### src/sv/fmq_pkg.sv
// Shared constants and types for the FIFO with membership query.
// Holds the default sizes, operation codes and status codes. No dependencies.
`default_nettype none

package fmq_pkg;

  // Default sizes for the top level.
  localparam int FMQ_DEPTH       = 64;
  localparam int FMQ_VALUE_WIDTH = 32;

  // Fixed widths of the request and result fields.
  localparam int DATA_W   = 32;
  localparam int OP_W     = 3;
  localparam int STATUS_W = 2;

  typedef logic [OP_W-1:0]     op_t;
  typedef logic [STATUS_W-1:0] status_t;

  // Operation codes.
  localparam op_t OP_PUSH  = 3'd0;
  localparam op_t OP_POP   = 3'd1;
  localparam op_t OP_PEEK  = 3'd2;
  localparam op_t OP_QUERY = 3'd3;
  localparam op_t OP_CLEAR = 3'd4;

  // Result status codes.
  localparam status_t ST_OK    = 2'd0;
  localparam status_t ST_EMPTY = 2'd1;
  localparam status_t ST_FULL  = 2'd2;

endpackage

`default_nettype wire

### src/sv/fmq_store.sv
// Entry memory of the queue: one write port and one read port, registered read data.
// Depends on fmq_pkg for its default sizes; sized by its parameters.
`default_nettype none

module fmq_store import fmq_pkg::*; #(
  parameter int DEPTH       = FMQ_DEPTH,
  parameter int VALUE_WIDTH = FMQ_VALUE_WIDTH,
  localparam int AW         = $clog2(DEPTH)
) (
  input  wire logic                   clk,
  input  wire logic                   we,
  input  wire logic [AW-1:0]          waddr,
  input  wire logic [VALUE_WIDTH-1:0] wdata,
  input  wire logic                   re,
  input  wire logic [AW-1:0]          raddr,
  output logic      [VALUE_WIDTH-1:0] rdata
);

  logic [VALUE_WIDTH-1:0] mem [DEPTH];

  // Write port.
  always_ff @(posedge clk) begin
    if (we) begin
      mem[waddr] <= wdata;
    end
  end

  // Read port with registered read data.
  always_ff @(posedge clk) begin
    if (re) begin
      rdata <= mem[raddr];
    end
  end

endmodule

`default_nettype wire

### src/sv/fmq_ctrl.sv
// Queue controller: head and count registers, request sequencing, membership scan
// and the result registers. Depends on fmq_pkg and drives the fmq_store ports.
`default_nettype none

module fmq_ctrl import fmq_pkg::*; #(
  parameter int DEPTH       = FMQ_DEPTH,
  parameter int VALUE_WIDTH = FMQ_VALUE_WIDTH,
  localparam int AW         = $clog2(DEPTH),
  localparam int CW         = $clog2(DEPTH + 1)
) (
  input  wire logic                   clk,
  input  wire logic                   rst,
  // Request channel.
  input  wire logic                   in_valid,
  output logic                        in_stall,
  input  wire op_t                    operation,
  input  wire logic [DATA_W-1:0]      value,
  // Result channel.
  output logic                        out_valid,
  input  wire logic                   out_stall,
  output logic      [DATA_W-1:0]      read_value,
  output logic                        found,
  output status_t                     status,
  output logic      [CW-1:0]          count,
  // Entry memory.
  output logic                        mem_we,
  output logic      [AW-1:0]          mem_waddr,
  output logic      [VALUE_WIDTH-1:0] mem_wdata,
  output logic                        mem_re,
  output logic      [AW-1:0]          mem_raddr,
  input  wire logic [VALUE_WIDTH-1:0] mem_rdata
);

  localparam logic [1:0] S_IDLE = 2'd0;
  localparam logic [1:0] S_READ = 2'd1;
  localparam logic [1:0] S_SCAN = 2'd2;

  localparam logic [AW:0]   DEPTH_SUM = (AW + 1)'(DEPTH);
  localparam logic [CW-1:0] DEPTH_CNT = CW'(DEPTH);
  localparam logic [AW-1:0] LAST_SLOT = AW'(DEPTH - 1);

  // Control state.
  logic [1:0]    state, state_next;
  logic [AW-1:0] head, head_next;
  logic [CW-1:0] cnt, cnt_next;
  logic [AW-1:0] ptr, ptr_next;
  logic [CW-1:0] rem, rem_next;
  logic          res_valid;

  // Per-request payload.
  op_t                    op_q;
  logic [VALUE_WIDTH-1:0] key;
  logic [DATA_W-1:0]      res_value;
  logic                   res_found;
  status_t                res_status;
  logic [CW-1:0]          res_count;

  logic                   in_acc;
  logic                   res_move;
  logic [AW:0]            tail_sum;
  logic [AW-1:0]          tail;
  logic [VALUE_WIDTH-1:0] key_in;
  logic                   fin;
  logic [DATA_W-1:0]      fin_value;
  logic                   fin_found;
  status_t                fin_status;
  logic                   hit;

  // Next slot round the circular buffer.
  function automatic logic [AW-1:0] slot_inc(input logic [AW-1:0] p);
    slot_inc = (p == LAST_SLOT) ? '0 : p + AW'(1);
  endfunction

  // Handshakes: a new request is taken once the previous result has left the
  // internal result register, so a stalled output still lets one request in.
  assign res_move = res_valid && (!out_valid || !out_stall);
  assign in_stall = (state != S_IDLE) || (res_valid && !res_move);
  assign in_acc   = in_valid && !in_stall;

  // Tail slot is head plus count, wrapped with one compare and subtract.
  assign tail_sum = {1'b0, head} + (AW + 1)'(cnt);
  assign tail     = (tail_sum >= DEPTH_SUM) ? AW'(tail_sum - DEPTH_SUM) : AW'(tail_sum);
  assign key_in   = VALUE_WIDTH'(value);
  assign hit      = (mem_rdata == key);

  // Sequencer: memory accesses are serialised, so a write and a read never
  // meet on the same edge and no forwarding is needed.
  always_comb begin
    state_next = state;
    head_next  = head;
    cnt_next   = cnt;
    ptr_next   = ptr;
    rem_next   = rem;
    mem_we     = 1'b0;
    mem_waddr  = tail;
    mem_wdata  = key_in;
    mem_re     = 1'b0;
    mem_raddr  = head;
    fin        = 1'b0;
    fin_value  = '0;
    fin_found  = 1'b0;
    fin_status = ST_OK;
    case (state)
      S_IDLE: begin
        if (in_acc) begin
          case (operation)
            OP_PUSH: begin
              fin = 1'b1;
              if (cnt == DEPTH_CNT) begin
                fin_status = ST_FULL;
              end else begin
                mem_we   = 1'b1;
                cnt_next = cnt + CW'(1);
              end
            end
            OP_POP, OP_PEEK: begin
              if (cnt == '0) begin
                fin        = 1'b1;
                fin_status = ST_EMPTY;
              end else begin
                mem_re     = 1'b1;
                state_next = S_READ;
              end
            end
            OP_QUERY: begin
              if (cnt == '0) begin
                fin = 1'b1;
              end else begin
                mem_re     = 1'b1;
                ptr_next   = slot_inc(head);
                rem_next   = cnt;
                state_next = S_SCAN;
              end
            end
            OP_CLEAR: begin
              fin       = 1'b1;
              head_next = '0;
              cnt_next  = '0;
            end
            default: begin
              fin = 1'b1;
            end
          endcase
        end
      end
      S_READ: begin
        fin        = 1'b1;
        fin_value  = DATA_W'(mem_rdata);
        fin_found  = 1'b1;
        state_next = S_IDLE;
        if (op_q == OP_POP) begin
          head_next = slot_inc(head);
          cnt_next  = cnt - CW'(1);
        end
      end
      S_SCAN: begin
        // One entry compared per cycle while the next read is under way.
        if (hit || (rem == CW'(1))) begin
          fin        = 1'b1;
          fin_found  = hit;
          state_next = S_IDLE;
        end else begin
          mem_re    = 1'b1;
          mem_raddr = ptr;
          ptr_next  = slot_inc(ptr);
          rem_next  = rem - CW'(1);
        end
      end
      default: begin
        state_next = S_IDLE;
      end
    endcase
  end

  // Control registers.
  always_ff @(posedge clk) begin
    if (rst) begin
      state     <= S_IDLE;
      head      <= '0;
      cnt       <= '0;
      ptr       <= '0;
      rem       <= '0;
      res_valid <= 1'b0;
      out_valid <= 1'b0;
    end else begin
      state <= state_next;
      head  <= head_next;
      cnt   <= cnt_next;
      ptr   <= ptr_next;
      rem   <= rem_next;
      if (fin) begin
        res_valid <= 1'b1;
      end else if (res_move) begin
        res_valid <= 1'b0;
      end
      if (res_move) begin
        out_valid <= 1'b1;
      end else if (!out_stall) begin
        out_valid <= 1'b0;
      end
    end
  end

  // Request and result payload registers.
  always_ff @(posedge clk) begin
    if (in_acc) begin
      op_q <= operation;
      key  <= key_in;
    end
    if (fin) begin
      res_value  <= fin_value;
      res_found  <= fin_found;
      res_status <= fin_status;
      res_count  <= cnt_next;
    end
    if (res_move) begin
      read_value <= res_value;
      found      <= res_found;
      status     <= res_status;
      count      <= res_count;
    end
  end

endmodule

`default_nettype wire

### src/sv/fifo_with_membership_query.sv
// Top level of the FIFO with membership query.
// Depends on fmq_pkg, fmq_store and fmq_ctrl.
//
// A first-in first-out queue of up to DEPTH values held in a single-port-read,
// single-port-write synchronous memory. Each request carries one operation
// (push, pop, peek, membership query or clear) and yields exactly one result
// with the value read, a found flag, a status and the count after the operation.
// Push, clear and unused codes finish in the cycle they are taken, so a stream of
// them runs at one request per cycle while the output is not stalled. Pop and peek
// pass through a read state to wait for the memory's registered read data. A
// membership query reads the occupied entries one per cycle from the oldest,
// through the single read port, stopping at the first hit. A result passes
// through the internal result register into the output registers, and one
// further request is taken while a result is held by out_stall. There is no
// clearing pass after reset: entries outside the occupied range are never read.
`default_nettype none

module fifo_with_membership_query import fmq_pkg::*; #(
  parameter int DEPTH       = FMQ_DEPTH,
  parameter int VALUE_WIDTH = FMQ_VALUE_WIDTH,
  localparam int CW         = $clog2(DEPTH + 1)
) (
  input  wire logic              clk,
  input  wire logic              rst,
  input  wire logic              in_valid,
  output logic                   in_stall,
  input  wire op_t               operation,
  input  wire logic [DATA_W-1:0] value,
  output logic                   out_valid,
  input  wire logic              out_stall,
  output logic      [DATA_W-1:0] read_value,
  output logic                   found,
  output status_t                status,
  output logic      [CW-1:0]     count
);

  localparam int AW = $clog2(DEPTH);

  logic                   mem_we;
  logic [AW-1:0]          mem_waddr;
  logic [VALUE_WIDTH-1:0] mem_wdata;
  logic                   mem_re;
  logic [AW-1:0]          mem_raddr;
  logic [VALUE_WIDTH-1:0] mem_rdata;

  // Sequencer and result registers.
  fmq_ctrl #(
    .DEPTH       (DEPTH),
    .VALUE_WIDTH (VALUE_WIDTH)
  ) u_ctrl (
    .clk        (clk),
    .rst        (rst),
    .in_valid   (in_valid),
    .in_stall   (in_stall),
    .operation  (operation),
    .value      (value),
    .out_valid  (out_valid),
    .out_stall  (out_stall),
    .read_value (read_value),
    .found      (found),
    .status     (status),
    .count      (count),
    .mem_we     (mem_we),
    .mem_waddr  (mem_waddr),
    .mem_wdata  (mem_wdata),
    .mem_re     (mem_re),
    .mem_raddr  (mem_raddr),
    .mem_rdata  (mem_rdata)
  );

  // Entry storage.
  fmq_store #(
    .DEPTH       (DEPTH),
    .VALUE_WIDTH (VALUE_WIDTH)
  ) u_store (
    .clk   (clk),
    .we    (mem_we),
    .waddr (mem_waddr),
    .wdata (mem_wdata),
    .re    (mem_re),
    .raddr (mem_raddr),
    .rdata (mem_rdata)
  );

endmodule

`default_nettype wire

### config.mk
export PLATFORM = sky130hd
export DESIGN_NAME = fifo_with_membership_query
export DESIGN_NICKNAME = d
export VERILOG_FILES = /design/src/sv/fmq_pkg.sv /design/src/sv/fmq_store.sv /design/src/sv/fmq_ctrl.sv /design/src/sv/fifo_with_membership_query.sv
export SDC_FILE = /design/constraint.sdc
export NUM_CORES = 2
export LEC_CHECK = 0
export BUFFER_PORTS_ARGS = -buffer_cell sky130_fd_sc_hd__buf_2
export CAP_MARGIN = 20
export CORE_MARGIN = 5
export CORE_UTILIZATION = 60
export DETAILED_ROUTE_END_ITERATION = 12
export PLACE_DENSITY = 0.76
export SLEW_MARGIN = 5
export SYNTH_ARGS = -nofsm -noshare
export SYNTH_HDL_FRONTEND = slang
export SYNTH_HIERARCHICAL = 1
export SYNTH_SLANG_ARGS = --single-unit
### constraint.sdc
create_clock -name clk -period 8.9 [get_ports clk]
set_input_delay 0.89 -clock clk [delete_from_list [all_inputs] [get_ports clk]]
set_output_delay 0.89 -clock clk [all_outputs]
set_load 0.02 [all_outputs]
==> impl_metrics.ini <==
[global_route]
grt_overflow = 0
track_usage_pct = 29.4
grt_max_degree = 107
grt_antenna_before_repair = 27
first_global_vias = 42816
grt_pass1_wl_mm = 314

[worst_setup_path]
critPathArrivalTime_ns = 6.79
r2r-end = u_store/rdata[13]
endpoint_kind = register
required_ns = 9.45
setup.worst_path.start_class = register
reg2reg_setup_slack_ns = 2.65
criticalPathCategory = reg2reg
critPathMostFrequentCell = mux4_2
crit_start = u_store/rdata[24]
r2r_cells = 12
path_cells = xor2_1 > nor4_1 > nand4_1 > o21a_1 > and2_4 > mux2_8 > buf_12 > buf_4 > mux4_2 > mux4_2 > o22ai_1 > nor2_1
slowest_stage = mux2_8
slowest_delay_ns = 0.87
r2r-start = u_store/rdata[24]
path_max_fanout = 68

[sta]
setup_violations = 0
fin_tns_setup_ns = 0
layout_min_cycle_time_ns = 6.25
rsz0062_at_grt = no
hold_viol = 0
period_share_pct = 70.2
max-slew-margin-rel_pct = 23.2
finClkSkew_ns = 0.0352
worst_slack_ns = 2.65
fmax_mhz = 160
final_max_slew_viol_count = 0
worstMarginPinSlew_ns = 1.15

[power]
seqPwrFrac_pct = 57.1
pwr-share-comb_pct = 1.5
power.leakage_nw = 28.9
p_int_mw = 16.2
swShare_pct = 19.9
ir_drop_v = 0.000190
p_sw_mw = 4.04
powerDensity_nw_per_um2 = 212
clockPowerShare_pct = 41.4

[routing]
ant_nets = 0
drc = 0
post_drt_via_cell_ratio = 7.00
num_vias = 43096
wl_mm = 221
drt_iter0_drc = 6627
wl_per_cell_um = 35.9
firstDrtPassIters = 6

[logic_synthesis]
ys.warnings.count = 6
synth_area_um2 = 85800
yosysUniqueCellTypes = 68
async_reset_ff_share_pct = 0
synth_edf_count = 2199
synth_area_per_cell_um2 = 22.1
syn_inst = 3890
syn-num-nets = 3945
ys_seq_area_share_pct = 77.7
synthFlopType = edfxtp_1
ys_ff_latch = 2229

[cells_and_area]
postLayoutCellArea_um2 = 95600
mostFrequentLayoutCells = 2199 x edfxtp_1, 544 x mux4_2, 206 x clkbuf_16
fillers = 8313
final-instance-count-excl-fill = 6157
final_common_cell = edfxtp_1
fin_util_pct = 67.4
layout.nets = 4134
syn_to_final_growth_pct = 11.5
drive_above_1_share_pct = 26.9

[worst_hold_path]
hold_end = u_ctrl/out_valid
worstHoldStart = out_stall
whs_path_depth = 3
min_path_type = in2reg

[clock_network]
clk_pin_slew_worst_paths_ns = 0.06
cts.hold.buffers_added = 0
cts_resized = 0
numCtsBuffers = 203
clk_latency_ns = 0.83
clockRootBuffer = clkbuf_16
clk_path_buf_depth = 3
post_cts_buffers = 0
clkSinkCount = 2229
cts_tree = done
h-tree-depth = 4

[floorplanning]
io_pins = 83
std_cell_rows = 138
coreArea_um2 = 142000
die_area_um2 = 151000
fp.dieH_um = 388
start_util_pct = 60.5
die_w_um = 388

[place]
routabilityCongestion = 0.885
hpwl_mm = 115
numPlacedInstances = 5749
place_area_um2 = 88900
port_buffers = 82
dp_slack_ns = 2.64

[run]
maxCapViolCount = 0

[outcome]
status = finished clean
[per-stage QoR]
| stage | power (mW) | hold slack, ns |
|---|---|---|
| 6_report | 20.3 | 0.402 |
| 5_1_grt | 20.9 | 0.391 |
| 4_1_cts | 20.3 | 0.354 |
| 3_5_place_dp | 12.1 | 0.405 |
| 3_3_place_gp | 12.1 | 0.402 |
| 2_1_floorplan | 12.0 | 0.400 |
[synthesized netlist by cell type (27+ instances only)]
library cell / n / area [um^2]
a21oi_1: 90 / 450
o22ai_1: 85 / 532
clkbuf_1: 92 / 345
o221ai_1: 27 / 236
nor2_1: 166 / 623
buf_4: 57 / 428
dfxtp_1: 30 / 601
edfxtp_1: 2199 / 66000
mux2i_1: 96 / 961
nand2_1: 53 / 199
and2_1: 40 / 250
buf_2: 60 / 300
mux4_2: 544 / 12300
xor2_1: 36 / 315
[flip-flops by register name, indices dropped and copies added, names as in the netlist]
register	flops
u_store/mem	2048
u_ctrl/key	32
u_ctrl/read_value	32
u_ctrl/res_value	32
u_store/rdata	32
u_ctrl/cnt	7
u_ctrl/count	7
u_ctrl/rem	7
u_ctrl/res_count	7
u_ctrl/head	6
u_ctrl/ptr	6
u_ctrl/op_q	3
u_ctrl/res_status	2
u_ctrl/state	2
u_ctrl/status	2
u_ctrl/found	1
u_ctrl/out_valid	1
u_ctrl/res_found	1
u_ctrl/res_valid	1
[layer usage]
layer	wire [um]	GRT usage, %	part of all wire, %
met4	8870	11.2	4.0
met5	38	0	0.017
met2	108000	46.6	49
met3	28000	7.47	13
met1	76100	40.2	34
[worst max-delay path, delay by kind of cell, from the launching register on]
| family | cells | cell delay [ns] |
|---|---|---|
| mux | 3 | 1.97 |
| simple gates | 4 | 1.28 |
| compound gates | 2 | 1.07 |
| buf+inv | 2 | 0.86 |
| flops | 1 | 0.46 |
| xor+xnor | 1 | 0.19 |
[how the worst max path moves through the flow]
stage,depth (start not counted),end
6_report,12,u_store/rdata[13]
3_3_place_gp,12,u_store/rdata[13]
4_1_cts,12,u_store/rdata[13]
2_1_floorplan,7,u_store/mem[48][0]
5_1_grt,12,u_store/rdata[13]
3_5_place_dp,12,u_store/rdata[13]
[layout make-up]
cell class / instances / area (um^2) / area share (%)
Inverter: 18 / 67.6 / 0.0707
Antenna cell: 17 / 42.5 / 0.0445
Tap cell: 1890 / 2360 / 2.47
Sequential cell: 2229 / 66600 / 69.7
Multi-Input combinational cell: 1403 / 18400 / 19.2
Clock buffer: 250 / 5380 / 5.63
Clock inverter: 126 / 977 / 1.02
Timing Repair Buffer: 224 / 1770 / 1.85
[power by group through the flow]
stage	logic (mW)	clock network, mW	registers, mW
floorplan	0.132	0	11.8
global placement	0.268	0	11.8
detailed placement	0.279	0	11.8
CTS	0.280	8.47	11.6
global route	0.318	8.95	11.6
finish	0.301	8.40	11.6
[cells by family (layout without fill, tap and decap cells)]
family / after synthesis / after routing / synth area share, %
fa+ha+maj: 16 / 16 / 0.242
buf+inv: 258 / 618 / 1.53
simple gates: 388 / 388 / 2.20
other cells: 0 / 17 / 0
mux: 646 / 646 / 15.5
compound gates: 305 / 305 / 2.35
xor+xnor: 48 / 48 / 0.490
flops: 2229 / 2229 / 77.7
Power figures use the tool's default switching activity.
